==> config.mk <==
export PLATFORM = sky130hd
export DESIGN_NAME = elevator_stop_scheduler
export DESIGN_NICKNAME = d
export VERILOG_FILES = /design/src/hdl/ess_pkg.sv /design/src/hdl/elevator_stop_scheduler.sv /design/src/hdl/ess_step.sv
export SDC_FILE = /design/constraint.sdc
export NUM_CORES = 2
export LEC_CHECK = 0
export BUFFER_PORTS_ARGS = -buffer_cell sky130_fd_sc_hd__buf_2
export CAP_MARGIN = 25
export CORE_AREA = 8 8 195 271
export CTS_CLUSTER_DIAMETER = 40
export DETAILED_ROUTE_END_ITERATION = 7
export DIE_AREA = 0 0 203 279
export PLACE_DENSITY = 0.83
export SETUP_SLACK_MARGIN = 0.05
export SYNTH_ARGS = -nofsm -noshare
export SYNTH_HDL_FRONTEND = slang
export SYNTH_SLANG_ARGS = --single-unit
==> constraint.sdc <==
create_clock -name clk -period 16.8 [get_ports clk]
set_clock_uncertainty 0.1 [all_clocks]
set_input_delay 1.68 -clock clk [delete_from_list [all_inputs] [get_ports clk]]
set_output_delay 1.68 -clock clk [all_outputs]
set_load 0.01 [all_outputs]
==> src/hdl/ess_pkg.sv <==
// ----------------------------------------------------------------------------
// Elevator stop scheduler package
// Shared widths, codes, state and configuration types, and the floor decode.
// ----------------------------------------------------------------------------
package ess_pkg;

  localparam int MAX_FLOORS = 32;
  localparam int FLOOR_W    = 6;
  localparam int TICK_W     = 16;
  localparam int SLICE_W    = 18;
  localparam int EST_W      = 32;
  localparam int PROG_W     = 8;
  localparam int CFG_IDX_W  = 3;
  localparam int CFG_DATA_W = 16;

  typedef enum logic [1:0] {
    OP_TICK = 2'd0,
    OP_DOWN = 2'd1,
    OP_UP   = 2'd2
  } op_t;

  typedef enum logic [1:0] {
    DIR_STOP = 2'd0,
    DIR_DOWN = 2'd1,
    DIR_UP   = 2'd2
  } dir_t;

  typedef enum logic [1:0] {
    EV_NONE  = 2'd0,
    EV_OPEN  = 2'd1,
    EV_CLOSE = 2'd2
  } door_ev_t;

  typedef enum logic [CFG_IDX_W-1:0] {
    CFG_LOWEST  = 3'd0,
    CFG_HIGHEST = 3'd1,
    CFG_HOME    = 3'd2,
    CFG_TPF     = 3'd3,
    CFG_DOOR    = 3'd4,
    CFG_DWELL   = 3'd5
  } cfg_idx_t;

  typedef struct packed {
    logic [FLOOR_W-1:0] lowest_floor;
    logic [FLOOR_W-1:0] highest_floor;
    logic [FLOOR_W-1:0] home_floor;
    logic [TICK_W-1:0]  ticks_per_floor;
    logic [TICK_W-1:0]  ticks_door_move;
    logic [TICK_W-1:0]  ticks_dwell;
  } ess_cfg_t;

  typedef struct packed {
    logic [FLOOR_W-1:0]    floor_pos;
    dir_t                  dir_now;
    dir_t                  dir_plan;
    logic                  door;
    logic                  passive;
    logic [SLICE_W-1:0]    slice;
    logic [EST_W-1:0]      remain;
    logic [PROG_W-1:0]     progress;
    logic [MAX_FLOORS-1:0] up_stops;
    logic [MAX_FLOORS-1:0] down_stops;
  } ess_state_t;

  // one-hot stop bit for a floor; zero for floor 0 and floors above MAX_FLOORS
  function automatic logic [MAX_FLOORS-1:0] floor_bit(input logic [FLOOR_W-1:0] f);
    logic [MAX_FLOORS-1:0] b;
    b = '0;
    for (int i = 0; i < MAX_FLOORS; i++) begin
      b[i] = (32'(f) == i + 1);
    end
    return b;
  endfunction

endpackage

==> src/hdl/elevator_stop_scheduler.sv <==
// The status word of an accepted word is registered at the accepting edge.
// Throughput: one word per cycle while no status word waits on a low out_ready.
// The car state registers double as the status word, held while out_ready is low.
// Reset (rst_n low, synchronous): car at floor 1, stopped, door shut, no stops,
// estimate and progress zero, registers at their default values.
// ----------------------------------------------------------------------------
// Elevator stop scheduler
// SCAN-style car controller: ticks advance the car, calls toggle stops.
// ----------------------------------------------------------------------------
module elevator_stop_scheduler (
  input  logic                                clk,
  input  logic                                rst_n,
  input  logic                                in_valid,
  output logic                                in_ready,
  input  logic [1:0]                          in_operation,
  input  logic [ess_pkg::FLOOR_W-1:0]         in_call_floor,
  output logic                                out_valid,
  input  logic                                out_ready,
  output logic [ess_pkg::FLOOR_W-1:0]         out_car_floor,
  output logic [1:0]                          out_moving_dir,
  output logic [1:0]                          out_planned_dir,
  output logic                                out_door_is_open,
  output logic [1:0]                          out_door_event,
  output logic signed [ess_pkg::EST_W-1:0]    out_time_left,
  output logic [ess_pkg::PROG_W-1:0]          out_progress_count,
  output logic [ess_pkg::MAX_FLOORS-1:0]      out_up_stop_mask,
  output logic [ess_pkg::MAX_FLOORS-1:0]      out_down_stop_mask,
  input  logic                                cfg_we,
  input  logic [ess_pkg::CFG_IDX_W-1:0]       cfg_index,
  input  logic [ess_pkg::CFG_DATA_W-1:0]      cfg_data
);

  ess_pkg::ess_cfg_t   cfg_r;
  ess_pkg::ess_state_t state_r, state_nxt;
  ess_pkg::door_ev_t   ev_r, ev_nxt;
  logic                out_valid_r;
  logic                in_acc;

  assign in_ready = !out_valid_r || out_ready;
  assign in_acc   = in_valid && in_ready;

  ess_step u_step (
    .cur        (state_r),
    .cfg        (cfg_r),
    .op         (in_operation),
    .call_floor (in_call_floor),
    .nxt        (state_nxt),
    .ev         (ev_nxt)
  );

  always_ff @(posedge clk) begin
    if (!rst_n) begin
      cfg_r.lowest_floor    <= ess_pkg::FLOOR_W'(1);
      cfg_r.highest_floor   <= ess_pkg::FLOOR_W'(8);
      cfg_r.home_floor      <= ess_pkg::FLOOR_W'(1);
      cfg_r.ticks_per_floor <= ess_pkg::TICK_W'(10);
      cfg_r.ticks_door_move <= ess_pkg::TICK_W'(3);
      cfg_r.ticks_dwell     <= ess_pkg::TICK_W'(5);
    end else if (cfg_we) begin
      case (cfg_index)
        ess_pkg::CFG_LOWEST:  cfg_r.lowest_floor    <= cfg_data[ess_pkg::FLOOR_W-1:0];
        ess_pkg::CFG_HIGHEST: cfg_r.highest_floor   <= cfg_data[ess_pkg::FLOOR_W-1:0];
        ess_pkg::CFG_HOME:    cfg_r.home_floor      <= cfg_data[ess_pkg::FLOOR_W-1:0];
        ess_pkg::CFG_TPF:     cfg_r.ticks_per_floor <= cfg_data[ess_pkg::TICK_W-1:0];
        ess_pkg::CFG_DOOR:    cfg_r.ticks_door_move <= cfg_data[ess_pkg::TICK_W-1:0];
        ess_pkg::CFG_DWELL:   cfg_r.ticks_dwell     <= cfg_data[ess_pkg::TICK_W-1:0];
        default: ;
      endcase
    end
  end

  always_ff @(posedge clk) begin
    if (!rst_n) begin
      state_r.floor_pos  <= ess_pkg::FLOOR_W'(1);
      state_r.dir_now    <= ess_pkg::DIR_STOP;
      state_r.dir_plan   <= ess_pkg::DIR_STOP;
      state_r.door       <= 1'b0;
      state_r.passive    <= 1'b0;
      state_r.slice      <= '0;
      state_r.remain     <= '0;
      state_r.progress   <= '0;
      state_r.up_stops   <= '0;
      state_r.down_stops <= '0;
      ev_r               <= ess_pkg::EV_NONE;
      out_valid_r        <= 1'b0;
    end else if (in_acc) begin
      state_r     <= state_nxt;
      ev_r        <= ev_nxt;
      out_valid_r <= 1'b1;
    end else if (out_ready) begin
      out_valid_r <= 1'b0;
    end
  end

  assign out_valid          = out_valid_r;
  assign out_car_floor      = state_r.floor_pos;
  assign out_moving_dir     = state_r.dir_now;
  assign out_planned_dir    = state_r.dir_plan;
  assign out_door_is_open   = state_r.door;
  assign out_door_event     = ev_r;
  assign out_time_left      = $signed(state_r.remain);
  assign out_progress_count = state_r.progress;
  assign out_up_stop_mask   = state_r.up_stops;
  assign out_down_stop_mask = state_r.down_stops;

  a_acc_gives_word: assert property (@(posedge clk) disable iff (!rst_n)
    in_acc |=> out_valid)
    else $error("accepted word produced no status word");

  a_hold_without_acc: assert property (@(posedge clk) disable iff (!rst_n)
    !in_acc |=> $stable(state_r))
    else $error("car state changed without an accepted word");

  a_door_when_stopped: assert property (@(posedge clk) disable iff (!rst_n)
    state_r.door |-> state_r.dir_now == ess_pkg::DIR_STOP)
    else $error("door open while the car is travelling");

  a_call_no_door_event: assert property (@(posedge clk) disable iff (!rst_n)
    in_acc && in_operation != ess_pkg::OP_TICK |=> out_door_event == ess_pkg::EV_NONE)
    else $error("door event on a call word");

  a_idle_tick_quiet: assert property (@(posedge clk) disable iff (!rst_n)
    in_acc && in_operation == ess_pkg::OP_TICK &&
    state_r.dir_now == ess_pkg::DIR_STOP && !state_r.door |=> $stable(state_r))
    else $error("tick moved an idle car");

endmodule

==> src/hdl/ess_step.sv <==
// ----------------------------------------------------------------------------
// Elevator stop scheduler: single-word update
// Next car state and door event for one tick or stop toggle.
// ----------------------------------------------------------------------------
module ess_step (
  input  ess_pkg::ess_state_t       cur,
  input  ess_pkg::ess_cfg_t         cfg,
  input  logic [1:0]                op,
  input  logic [ess_pkg::FLOOR_W-1:0] call_floor,
  output ess_pkg::ess_state_t       nxt,
  output ess_pkg::door_ev_t         ev
);

  localparam int PROD_W = ess_pkg::TICK_W + ess_pkg::FLOOR_W + 2;

  logic [ess_pkg::MAX_FLOORS-1:0] fb_fp, fb_lo, fb_hi, fb, call_fb;
  logic                           dn_empty, up_empty, dn_turn, up_turn, call_ok;
  logic                           tog_en, tog_up, nest_en;
  logic [ess_pkg::FLOOR_W-1:0]    tog_f;
  logic signed [ess_pkg::FLOOR_W:0] dlt;
  logic signed [ess_pkg::TICK_W:0]  tpf_s;
  logic signed [PROD_W-1:0]       prod;
  logic [ess_pkg::EST_W-1:0]      prod_ext, cost_up, cost_down, tpf_ext;
  logic [ess_pkg::SLICE_W-1:0]    open_end, dwell_end, close_end;
  logic [ess_pkg::TICK_W-1:0]     lim;
  logic                           hit_up, hit_dn, fb_any;
  logic [ess_pkg::MAX_FLOORS-1:0] t_up, t_down;
  logic [ess_pkg::EST_W-1:0]      t_rem;
  logic [ess_pkg::PROG_W-1:0]     t_prog;

  function automatic logic [ess_pkg::EST_W-1:0] dec_sat(input logic [ess_pkg::EST_W-1:0] v);
    if (v == '0 || v[ess_pkg::EST_W-1]) begin
      return '0;
    end
    return v - ess_pkg::EST_W'(1);
  endfunction

  assign fb_fp    = ess_pkg::floor_bit(cur.floor_pos);
  assign fb_lo    = ess_pkg::floor_bit(cfg.lowest_floor);
  assign fb_hi    = ess_pkg::floor_bit(cfg.highest_floor);
  assign call_fb  = ess_pkg::floor_bit(call_floor);
  assign call_ok  = |call_fb;
  assign dn_empty = ~|cur.down_stops;
  assign up_empty = ~|cur.up_stops;
  assign dn_turn  = (cur.floor_pos == cfg.lowest_floor) && ~|(cur.down_stops & fb_lo);
  assign up_turn  = (cur.floor_pos == cfg.highest_floor) && ~|(cur.down_stops & fb_hi);

  // door phase boundaries and travel slice limit
  assign open_end  = ess_pkg::SLICE_W'(cfg.ticks_door_move);
  assign dwell_end = open_end + ess_pkg::SLICE_W'(cfg.ticks_dwell);
  assign close_end = dwell_end + ess_pkg::SLICE_W'(cfg.ticks_door_move);
  assign lim       = (cfg.ticks_per_floor == '0) ? '0 :
                     cfg.ticks_per_floor - ess_pkg::TICK_W'(1);

  // which stop gets toggled by this word
  always_comb begin
    tog_en  = 1'b0;
    tog_up  = 1'b0;
    tog_f   = call_floor;
    nest_en = 1'b0;
    case (op)
      ess_pkg::OP_TICK: begin
        if (cur.dir_now == ess_pkg::DIR_DOWN) begin
          if (dn_empty) begin
            tog_en = 1'b1;
            tog_f  = cfg.home_floor;
          end else if (dn_turn) begin
            tog_en = 1'b1;
            tog_up = 1'b1;
            tog_f  = cfg.highest_floor;
          end
        end else if (cur.dir_now != ess_pkg::DIR_STOP) begin
          if (up_empty) begin
            tog_en = 1'b1;
            tog_f  = cfg.home_floor;
          end else if (up_turn) begin
            tog_en = 1'b1;
            tog_f  = cfg.lowest_floor;
          end
        end
      end
      ess_pkg::OP_DOWN: begin
        tog_en  = 1'b1;
        nest_en = call_ok && (cur.dir_now == ess_pkg::DIR_STOP) && !cur.door &&
                  (cur.floor_pos < call_floor);
      end
      ess_pkg::OP_UP: begin
        tog_en = 1'b1;
        tog_up = 1'b1;
      end
      default: ;
    endcase
  end

  // stop cost: tpf * (1 +/- (f - pos)) + 2 * door + dwell
  assign fb       = ess_pkg::floor_bit(tog_f);
  assign dlt      = $signed({1'b0, tog_f}) - $signed({1'b0, cur.floor_pos});
  assign tpf_s    = $signed({1'b0, cfg.ticks_per_floor});
  assign prod     = PROD_W'(tpf_s) * PROD_W'(dlt);
  assign prod_ext = {{(ess_pkg::EST_W-PROD_W){prod[PROD_W-1]}}, prod};
  assign tpf_ext  = ess_pkg::EST_W'(cfg.ticks_per_floor);
  assign cost_up   = tpf_ext + prod_ext + ess_pkg::EST_W'(close_end);
  assign cost_down = tpf_ext - prod_ext + ess_pkg::EST_W'(close_end);

  assign hit_up = |(cur.up_stops & fb);
  assign hit_dn = |(cur.down_stops & fb);
  assign fb_any = |fb;

  always_comb begin
    t_up   = cur.up_stops;
    t_down = cur.down_stops;
    t_rem  = cur.remain;
    t_prog = cur.progress;
    if (tog_en && fb_any) begin
      if (tog_up) begin
        t_up   = cur.up_stops ^ fb;
        t_rem  = hit_up ? cur.remain - cost_up : cur.remain + cost_up;
        t_prog = hit_up ? cur.progress - 8'd2 : cur.progress + 8'd2;
      end else begin
        t_down = cur.down_stops ^ fb;
        t_rem  = hit_dn ? cur.remain - cost_down : cur.remain + cost_down;
        t_prog = hit_dn ? cur.progress - 8'd2 : cur.progress + 8'd2;
      end
    end
    // down call above an idle car also toggles the up stop there
    if (nest_en) begin
      t_up   = cur.up_stops ^ fb;
      t_rem  = hit_up ? t_rem - cost_up : t_rem + cost_up;
      t_prog = hit_up ? t_prog - 8'd2 : t_prog + 8'd2;
    end
  end

  always_comb begin
    nxt            = cur;
    nxt.up_stops   = t_up;
    nxt.down_stops = t_down;
    nxt.remain     = t_rem;
    nxt.progress   = t_prog;
    ev             = ess_pkg::EV_NONE;
    case (op)
      ess_pkg::OP_TICK: begin
        if (cur.dir_now == ess_pkg::DIR_STOP) begin
          if (cur.door) begin
            if (cur.slice < open_end) begin
              if (cur.slice == '0) begin
                ev = ess_pkg::EV_OPEN;
              end
              nxt.slice  = cur.slice + 1'b1;
              nxt.remain = dec_sat(cur.remain);
            end else if (cur.slice < dwell_end) begin
              nxt.slice  = cur.slice + 1'b1;
              nxt.remain = dec_sat(cur.remain);
            end else if (cur.slice < close_end) begin
              if (cur.slice == dwell_end) begin
                ev = ess_pkg::EV_CLOSE;
              end
              nxt.slice  = cur.slice + 1'b1;
              nxt.remain = dec_sat(cur.remain);
            end else if (cur.dir_plan == ess_pkg::DIR_DOWN &&
                         cur.floor_pos == cfg.lowest_floor) begin
              // bottom reached: clear the trip and plan upwards
              ev             = ess_pkg::EV_CLOSE;
              nxt.progress   = '0;
              nxt.slice      = '0;
              nxt.remain     = '0;
              nxt.dir_plan   = ess_pkg::DIR_UP;
              nxt.door       = 1'b0;
              nxt.down_stops = cur.down_stops & ~fb_fp;
            end else begin
              if (cur.dir_plan == ess_pkg::DIR_DOWN) begin
                nxt.dir_now    = ess_pkg::DIR_DOWN;
                nxt.door       = 1'b0;
                nxt.down_stops = cur.down_stops & ~fb_fp;
              end else if (cur.dir_plan == ess_pkg::DIR_UP) begin
                if (cur.floor_pos == cfg.highest_floor) begin
                  nxt.dir_plan = ess_pkg::DIR_DOWN;
                  nxt.dir_now  = ess_pkg::DIR_DOWN;
                end else begin
                  nxt.dir_now  = ess_pkg::DIR_UP;
                end
                nxt.door     = 1'b0;
                nxt.up_stops = cur.up_stops & ~fb_fp;
              end
              nxt.progress = cur.progress - 1'b1;
              nxt.slice    = '0;
              nxt.remain   = dec_sat(cur.remain);
            end
          end
        end else if (cur.dir_now == ess_pkg::DIR_DOWN) begin
          if (dn_empty) begin
            nxt.dir_plan = ess_pkg::DIR_DOWN;
            nxt.dir_now  = ess_pkg::DIR_DOWN;
          end else if (dn_turn) begin
            nxt.dir_plan = ess_pkg::DIR_UP;
            nxt.dir_now  = ess_pkg::DIR_UP;
          end else if (cur.slice < ess_pkg::SLICE_W'(lim)) begin
            nxt.slice  = cur.slice + 1'b1;
            nxt.remain = cur.remain - 1'b1;
          end else if (|(cur.down_stops & fb_fp)) begin
            nxt.dir_now  = ess_pkg::DIR_STOP;
            nxt.dir_plan = ess_pkg::DIR_DOWN;
            nxt.door     = 1'b1;
            nxt.progress = cur.progress - 1'b1;
            nxt.slice    = '0;
            nxt.remain   = cur.remain - 1'b1;
          end else begin
            if (cur.floor_pos > ess_pkg::FLOOR_W'(1)) begin
              nxt.floor_pos = cur.floor_pos - 1'b1;
            end
            nxt.slice  = '0;
            nxt.remain = cur.remain - 1'b1;
          end
        end else begin
          if (up_empty || up_turn) begin
            nxt.dir_plan = ess_pkg::DIR_DOWN;
            nxt.dir_now  = ess_pkg::DIR_DOWN;
          end else if (cur.slice < ess_pkg::SLICE_W'(lim)) begin
            nxt.slice  = cur.slice + 1'b1;
            nxt.remain = cur.remain - 1'b1;
          end else if (|(cur.up_stops & fb_fp)) begin
            if (cur.passive) begin
              nxt.dir_plan = ess_pkg::DIR_DOWN;
              nxt.up_stops = cur.up_stops & ~fb_fp;
              nxt.passive  = 1'b0;
            end else begin
              nxt.dir_plan = cur.dir_now;
            end
            nxt.dir_now  = ess_pkg::DIR_STOP;
            nxt.door     = 1'b1;
            nxt.progress = cur.progress - 1'b1;
            nxt.slice    = '0;
            nxt.remain   = cur.remain - 1'b1;
          end else begin
            if (cur.floor_pos < ess_pkg::FLOOR_W'(63) &&
                32'(cur.floor_pos) < ess_pkg::MAX_FLOORS) begin
              nxt.floor_pos = cur.floor_pos + 1'b1;
            end
            nxt.slice  = '0;
            nxt.remain = cur.remain - 1'b1;
          end
        end
      end
      ess_pkg::OP_DOWN: begin
        if (call_ok && cur.dir_now == ess_pkg::DIR_STOP && !cur.door) begin
          if (cur.floor_pos > call_floor) begin
            nxt.dir_plan = ess_pkg::DIR_DOWN;
            nxt.dir_now  = ess_pkg::DIR_DOWN;
          end else if (cur.floor_pos < call_floor) begin
            nxt.dir_plan = ess_pkg::DIR_UP;
            nxt.dir_now  = ess_pkg::DIR_UP;
            nxt.passive  = 1'b1;
          end
        end
      end
      ess_pkg::OP_UP: begin
        if (call_ok && cur.dir_now == ess_pkg::DIR_STOP && !cur.door) begin
          if (cur.floor_pos < call_floor) begin
            nxt.dir_plan = ess_pkg::DIR_UP;
            nxt.dir_now  = ess_pkg::DIR_UP;
          end else if (cur.floor_pos > call_floor) begin
            nxt.dir_plan = ess_pkg::DIR_DOWN;
            nxt.dir_now  = ess_pkg::DIR_DOWN;
          end
        end
      end
      default: ;
    endcase
  end

endmodule

==> qor.log <==
INFO  status         result_of_the_run=completed
INFO  synthesis      syn-cell-area=31200um2
INFO  sta            worst_slew_margin_rel=15.3%
INFO  synthesis      dominantRegCellSynth=sky130_fd_sc_hd__dfxtp_1
INFO  synthesis      ys_ff_latch=203
INFO  final_layout   post_route_cells_drive_above_1_share=11.6%
INFO  min_path       hold_path_depth=2
INFO  pwr            static-leakage-power=0.0154uW
INFO  detailed_routing detailedRoute.firstIterationViolations=2681
INFO  die            rows=96
INFO  detailed_routing via_per_inst=6.58
INFO  critical_path  timing.critical_path.mode_cell=sky130_fd_sc_hd__a21o_1
INFO  job            timing.max_cap.violations=0
INFO  sta            final.period_utilization=94.8%
INFO  critical_path  setup.reg_to_reg.worst_slack=0.88ns
INFO  global_route   initial_antenna_violation_count=2
INFO  final_layout   synthToLayoutAreaGrowth=8.18%
INFO  sta            setup_violations=0
INFO  critical_path  slowest_delay=0.49ns
INFO  sta            max_freq=0.0628GHz
INFO  cts            clockBufferDepth=3
INFO  synthesis      post_synth_net_total=4710
INFO  global_route   maximum_number_of_pins_on_one_net_before_global_route_repair=76
INFO  synthesis      netlist.top_cell.by_area=sky130_fd_sc_hd__ha_1
INFO  pwr            seq_power_share=13.0%
INFO  synthesis      ys_top_cells_by_area=sky130_fd_sc_hd__ha_1 (16%), sky130_fd_sc_hd__dfxtp_1 (13%), sky130_fd_sc_hd__a21oi_1 (5.4%), sky130_fd_sc_hd__fa_1 (5.1%), sky130_fd_sc_hd__nand2_1 (5.0%)
INFO  die            floorplan.die.height=279um
INFO  global_route   first_global_vias=31.1k
INFO  pwr            total_power_draw=4320uW
INFO  critical_path  timing.critical_path.to_type=flop
INFO  critical_path  critPathRequiredTime=17.15ns
INFO  detailed_routing routed-via-count=32.1k
INFO  cts            cts-buffers-inserted=38
INFO  detailed_routing detail_route.wirelength=111mm
INFO  detailed_routing drtAntennaViolNets=0
INFO  synthesis      post-synth-top-area-fraction=15.7%
INFO  pwr            p_int=2270uW
INFO  pwr            vdd.ir_drop.worst=0.125mV
INFO  detailed_routing drt_pre_antenna_iters=8
INFO  final_layout   layout.cells.non_filler=4876
INFO  final_layout   finalInstanceArea=33700um2
INFO  synthesis      synthesis.instances=4207
INFO  place          dp.cells=4794
INFO  critical_path  worstPathArrival=16.27ns
INFO  synthesis      proportion_of_synthesized_chip_area_in_sequential_cells=13.0%
INFO  cts            htree_depth=2
INFO  global_route   grt_util_all_layers=37.5%
INFO  sta            final.min_clock_period=15.92ns
INFO  cts            cts_tree=built
INFO  critical_path  worstRegToRegCells=72
INFO  cts            hold_buffers=0
INFO  global_route   grt_pass1_wl=170mm
INFO  synthesis      synth.lib_cells_used.distinct=115
INFO  place          gp_congestion=1.12
INFO  die            floorplan.io_pins=151
INFO  cts            clk_transition_reported_paths=0.06ns
INFO  critical_path  critical-path-slowest-cell=sky130_fd_sc_hd__fa_1
INFO  final_layout   layout.nets=4711
INFO  critical_path  start_kind=flop
INFO  cts            cts_root_buf=sky130_fd_sc_hd__clkbuf_16
INFO  die            core_outline_area=48600um2
INFO  critical_path  worstReg2RegStart=out_up_stop_mask[0]$_SDFFE_PN0P_
INFO  synthesis      synth_enable_flop_cells=0
INFO  critical_path  cp-endpoint=out_time_left[31]$_SDFFE_PN0P_
INFO  cts            worstSkewPairLatency=0.57ns
INFO  sta            max_slew.worst_pin.slew=1.27ns
INFO  die            initial_core_util=64.1%
INFO  critical_path  worst_r2r_endpoint=out_time_left[31]$_SDFFE_PN0P_
INFO  pwr            clock_power_share=20.7%
INFO  sta            drv_slew=0
INFO  pwr            combinationalPowerShare=66.2%
INFO  global_route   global_route.overflow_total=0
INFO  synthesis      synth.avg_cell_area=7.41um2
INFO  place          dp.final_hpwl=84.9mm
INFO  die            dieArea=56600um2
INFO  synthesis      yosysWarningCount=0
INFO  place          io_buffers=150
INFO  critical_path  crit_path_max_fanout=8
INFO  pwr            sw_frac_of_total=47.5%
INFO  cts            tritoncts_num_sinks=203
INFO  pwr            power.density_cell_area=128nW/um2
INFO  detailed_routing number_of_remaining_drc_errors=0
INFO  pwr            power.switching=2050uW
INFO  sta            finalHoldViolCount=0
INFO  critical_path  critPathKind=reg -> reg
INFO  die            die_w=203um
INFO  detailed_routing avgRoutedWirePerCell=22.8um
INFO  place          postPlaceCellArea=31900um2
INFO  synthesis      postSynth.asyncResetShare=0%
INFO  min_path       worst_hold_path_type=reg -> reg
INFO  critical_path  setup.worst_path.start=out_up_stop_mask[0]$_SDFFE_PN0P_
==> synth_stat cells, types with 15 or more instances <==
cell type / instances
sky130_fd_sc_hd__nor2_1: 374
sky130_fd_sc_hd__buf_4: 121
sky130_fd_sc_hd__mux2_2: 29
sky130_fd_sc_hd__xnor2_1: 175
sky130_fd_sc_hd__o211ai_1: 30
sky130_fd_sc_hd__dfxtp_1: 203
sky130_fd_sc_hd__or2_2: 25
sky130_fd_sc_hd__fa_1: 80
sky130_fd_sc_hd__nand4_1: 42
sky130_fd_sc_hd__o22ai_1: 21
sky130_fd_sc_hd__and3_1: 31
sky130_fd_sc_hd__o21bai_1: 36
sky130_fd_sc_hd__o221ai_1: 28
sky130_fd_sc_hd__nor3_1: 74
sky130_fd_sc_hd__xor2_1: 92
sky130_fd_sc_hd__nor4_1: 70
sky130_fd_sc_hd__clkbuf_1: 140
sky130_fd_sc_hd__nand3_1: 68
sky130_fd_sc_hd__buf_2: 19
sky130_fd_sc_hd__a21boi_0: 18
sky130_fd_sc_hd__nand2b_1: 59
sky130_fd_sc_hd__a22oi_1: 62
sky130_fd_sc_hd__a211o_1: 19
sky130_fd_sc_hd__or3_1: 31
sky130_fd_sc_hd__o21ai_0: 259
sky130_fd_sc_hd__nand3b_1: 16
sky130_fd_sc_hd__a21o_1: 87
sky130_fd_sc_hd__mux2i_1: 31
sky130_fd_sc_hd__a31oi_1: 33
sky130_fd_sc_hd__and2_1: 61
sky130_fd_sc_hd__inv_1: 283
sky130_fd_sc_hd__a211oi_1: 23
sky130_fd_sc_hd__a21oi_1: 339
sky130_fd_sc_hd__nand2_1: 419
sky130_fd_sc_hd__o21a_1: 38
sky130_fd_sc_hd__nor2b_1: 62
sky130_fd_sc_hd__ha_1: 391
sky130_fd_sc_hd__a22o_1: 41
sky130_fd_sc_hd__o21ai_1: 15
==> critical path: cells and delay by family, from the launching register on <==
kind | cells | cell delay [ns]
and+or+nand+nor | 21 | 4.04
xor gates and xnor gates | 5 | 0.86
adders and majority gates | 11 | 4.28
AOI/OAI and AO/OA | 26 | 4.74
buffers and inverters | 7 | 0.93
DFF | 1 | 0.37
muxes | 2 | 0.48
==> power groups by stage <==
stage          registers (uW)  clock network [uW]  logic [uW]
2_1_floorplan             545                   0        2240
3_3_place_gp              571                   0        2700
3_5_place_dp              571                   0        2740
4_1_cts                   561                 896        2770
5_1_grt                   566                 917        3160
6_report                  564                 896        2860
==> kinds of logic (layout without fill, tap and decap cells) <==
kind of cell	after synthesis	in the layout	synth area share, %
simple gates	1403	1403	21.9
compound gates	1214	1214	25.6
buf+inv	580	610	8.56
fa+ha+maj	471	471	20.8
xor+xnor	272	272	7.82
flops	203	203	13.0
mux	63	63	2.22
other cells	1	3	0.0120
==> cell usage in the layout (no fill, tap or decap), types with 38 or more instances in the layout <==
cell type	synthesis	final
sky130_fd_sc_hd__fa_1	80	80
sky130_fd_sc_hd__a22o_1	41	41
sky130_fd_sc_hd__nand2b_1	59	59
sky130_fd_sc_hd__o21ai_0	259	254
sky130_fd_sc_hd__ha_1	391	388
sky130_fd_sc_hd__buf_2	19	152
sky130_fd_sc_hd__o21a_1	38	38
sky130_fd_sc_hd__nand4_1	42	42
sky130_fd_sc_hd__a21oi_1	339	337
sky130_fd_sc_hd__nor2_1	374	368
sky130_fd_sc_hd__dfxtp_1	203	193
sky130_fd_sc_hd__a21o_1	87	87
sky130_fd_sc_hd__nand2_1	419	419
sky130_fd_sc_hd__xor2_1	92	90
sky130_fd_sc_hd__nor4_1	70	68
sky130_fd_sc_hd__inv_1	283	283
sky130_fd_sc_hd__nand3_1	68	67
sky130_fd_sc_hd__buf_4	121	94
sky130_fd_sc_hd__nor3_1	74	70
sky130_fd_sc_hd__a22oi_1	62	62
sky130_fd_sc_hd__and2_1	61	60
sky130_fd_sc_hd__xnor2_1	175	174
sky130_fd_sc_hd__nor2b_1	62	61
sky130_fd_sc_hd__clkbuf_16	0	39
==> state kept, by name, indices dropped and copies added, names as in the netlist <==
| signal | flops |
|---|---|
| out_moving_dir | 2 |
| out_up_stop_mask | 32 |
| cfg_r | 66 |
| out_door_is_open | 1 |
| out_down_stop_mask | 32 |
| out_car_floor | 6 |
| out_progress_count | 8 |
| out_door_event | 2 |
| out_time_left | 32 |
| state_r | 19 |
| out_planned_dir | 2 |
| out_valid | 1 |
==> cell type report <==
type	instances	area, um2
repair buffers	253	1580
well taps	637	797
clock buffers	45	1060
clock inverters	24	407
inverters	288	1080
flip-flops and latches	203	4090
diodes	2	5.00
fillers	4208	14900
multi-input cells	3424	24700
==> routing by layer <==
layer  up-vias  part of all wire, %  routed length (um)  global-route usage [%]
met1     15000                   35               39300                    39.4
li1      14900                    -                   -                       -
met3       548                  7.5                8400                    5.83
met5         -                    0                   0                       0
met4         0                   10               11100                    32.5
met2      1615                   47               52600                    64.8
==> worst min path at each step <==
stage                        endpoint                   start  slack [ns]
3_5_place_dp   cfg_r[10]$_SDFFE_PN0P_  cfg_r[10]$_SDFFE_PN0P_        0.35
5_1_grt        cfg_r[10]$_SDFFE_PN0P_  cfg_r[10]$_SDFFE_PN0P_        0.38
2_1_floorplan  cfg_r[10]$_SDFFE_PN0P_  cfg_r[10]$_SDFFE_PN0P_        0.34
4_1_cts        cfg_r[10]$_SDFFE_PN0P_  cfg_r[10]$_SDFFE_PN0P_        0.36
6_report       cfg_r[14]$_SDFFE_PN0P_  cfg_r[14]$_SDFFE_PN0P_        0.36
3_3_place_gp   cfg_r[15]$_SDFFE_PN0P_  cfg_r[15]$_SDFFE_PN0P_        0.35
==> metrics by stage <==
stage	setup slack, ns	hold slack, ns	setup TNS (ns)	utilization [%]
after floorplan	1.36	0.341	0	-
after global placement	0.608	0.351	0	65.4
after detailed placement	0.382	0.354	0	65.7
after CTS	0.381	0.361	0	68.7
after global routing	-0.0578	0.382	-0.0578	69.3
final	0.881	0.360	0	69.3
==> repair_timing <==
item,in CTS,in global routing
setup endpoints to repair,0,8
endpoints found under the hold margin,0,0
gates resized for setup,0,61
buffers inserted,0,9
(Power assumes the default switching activity.)
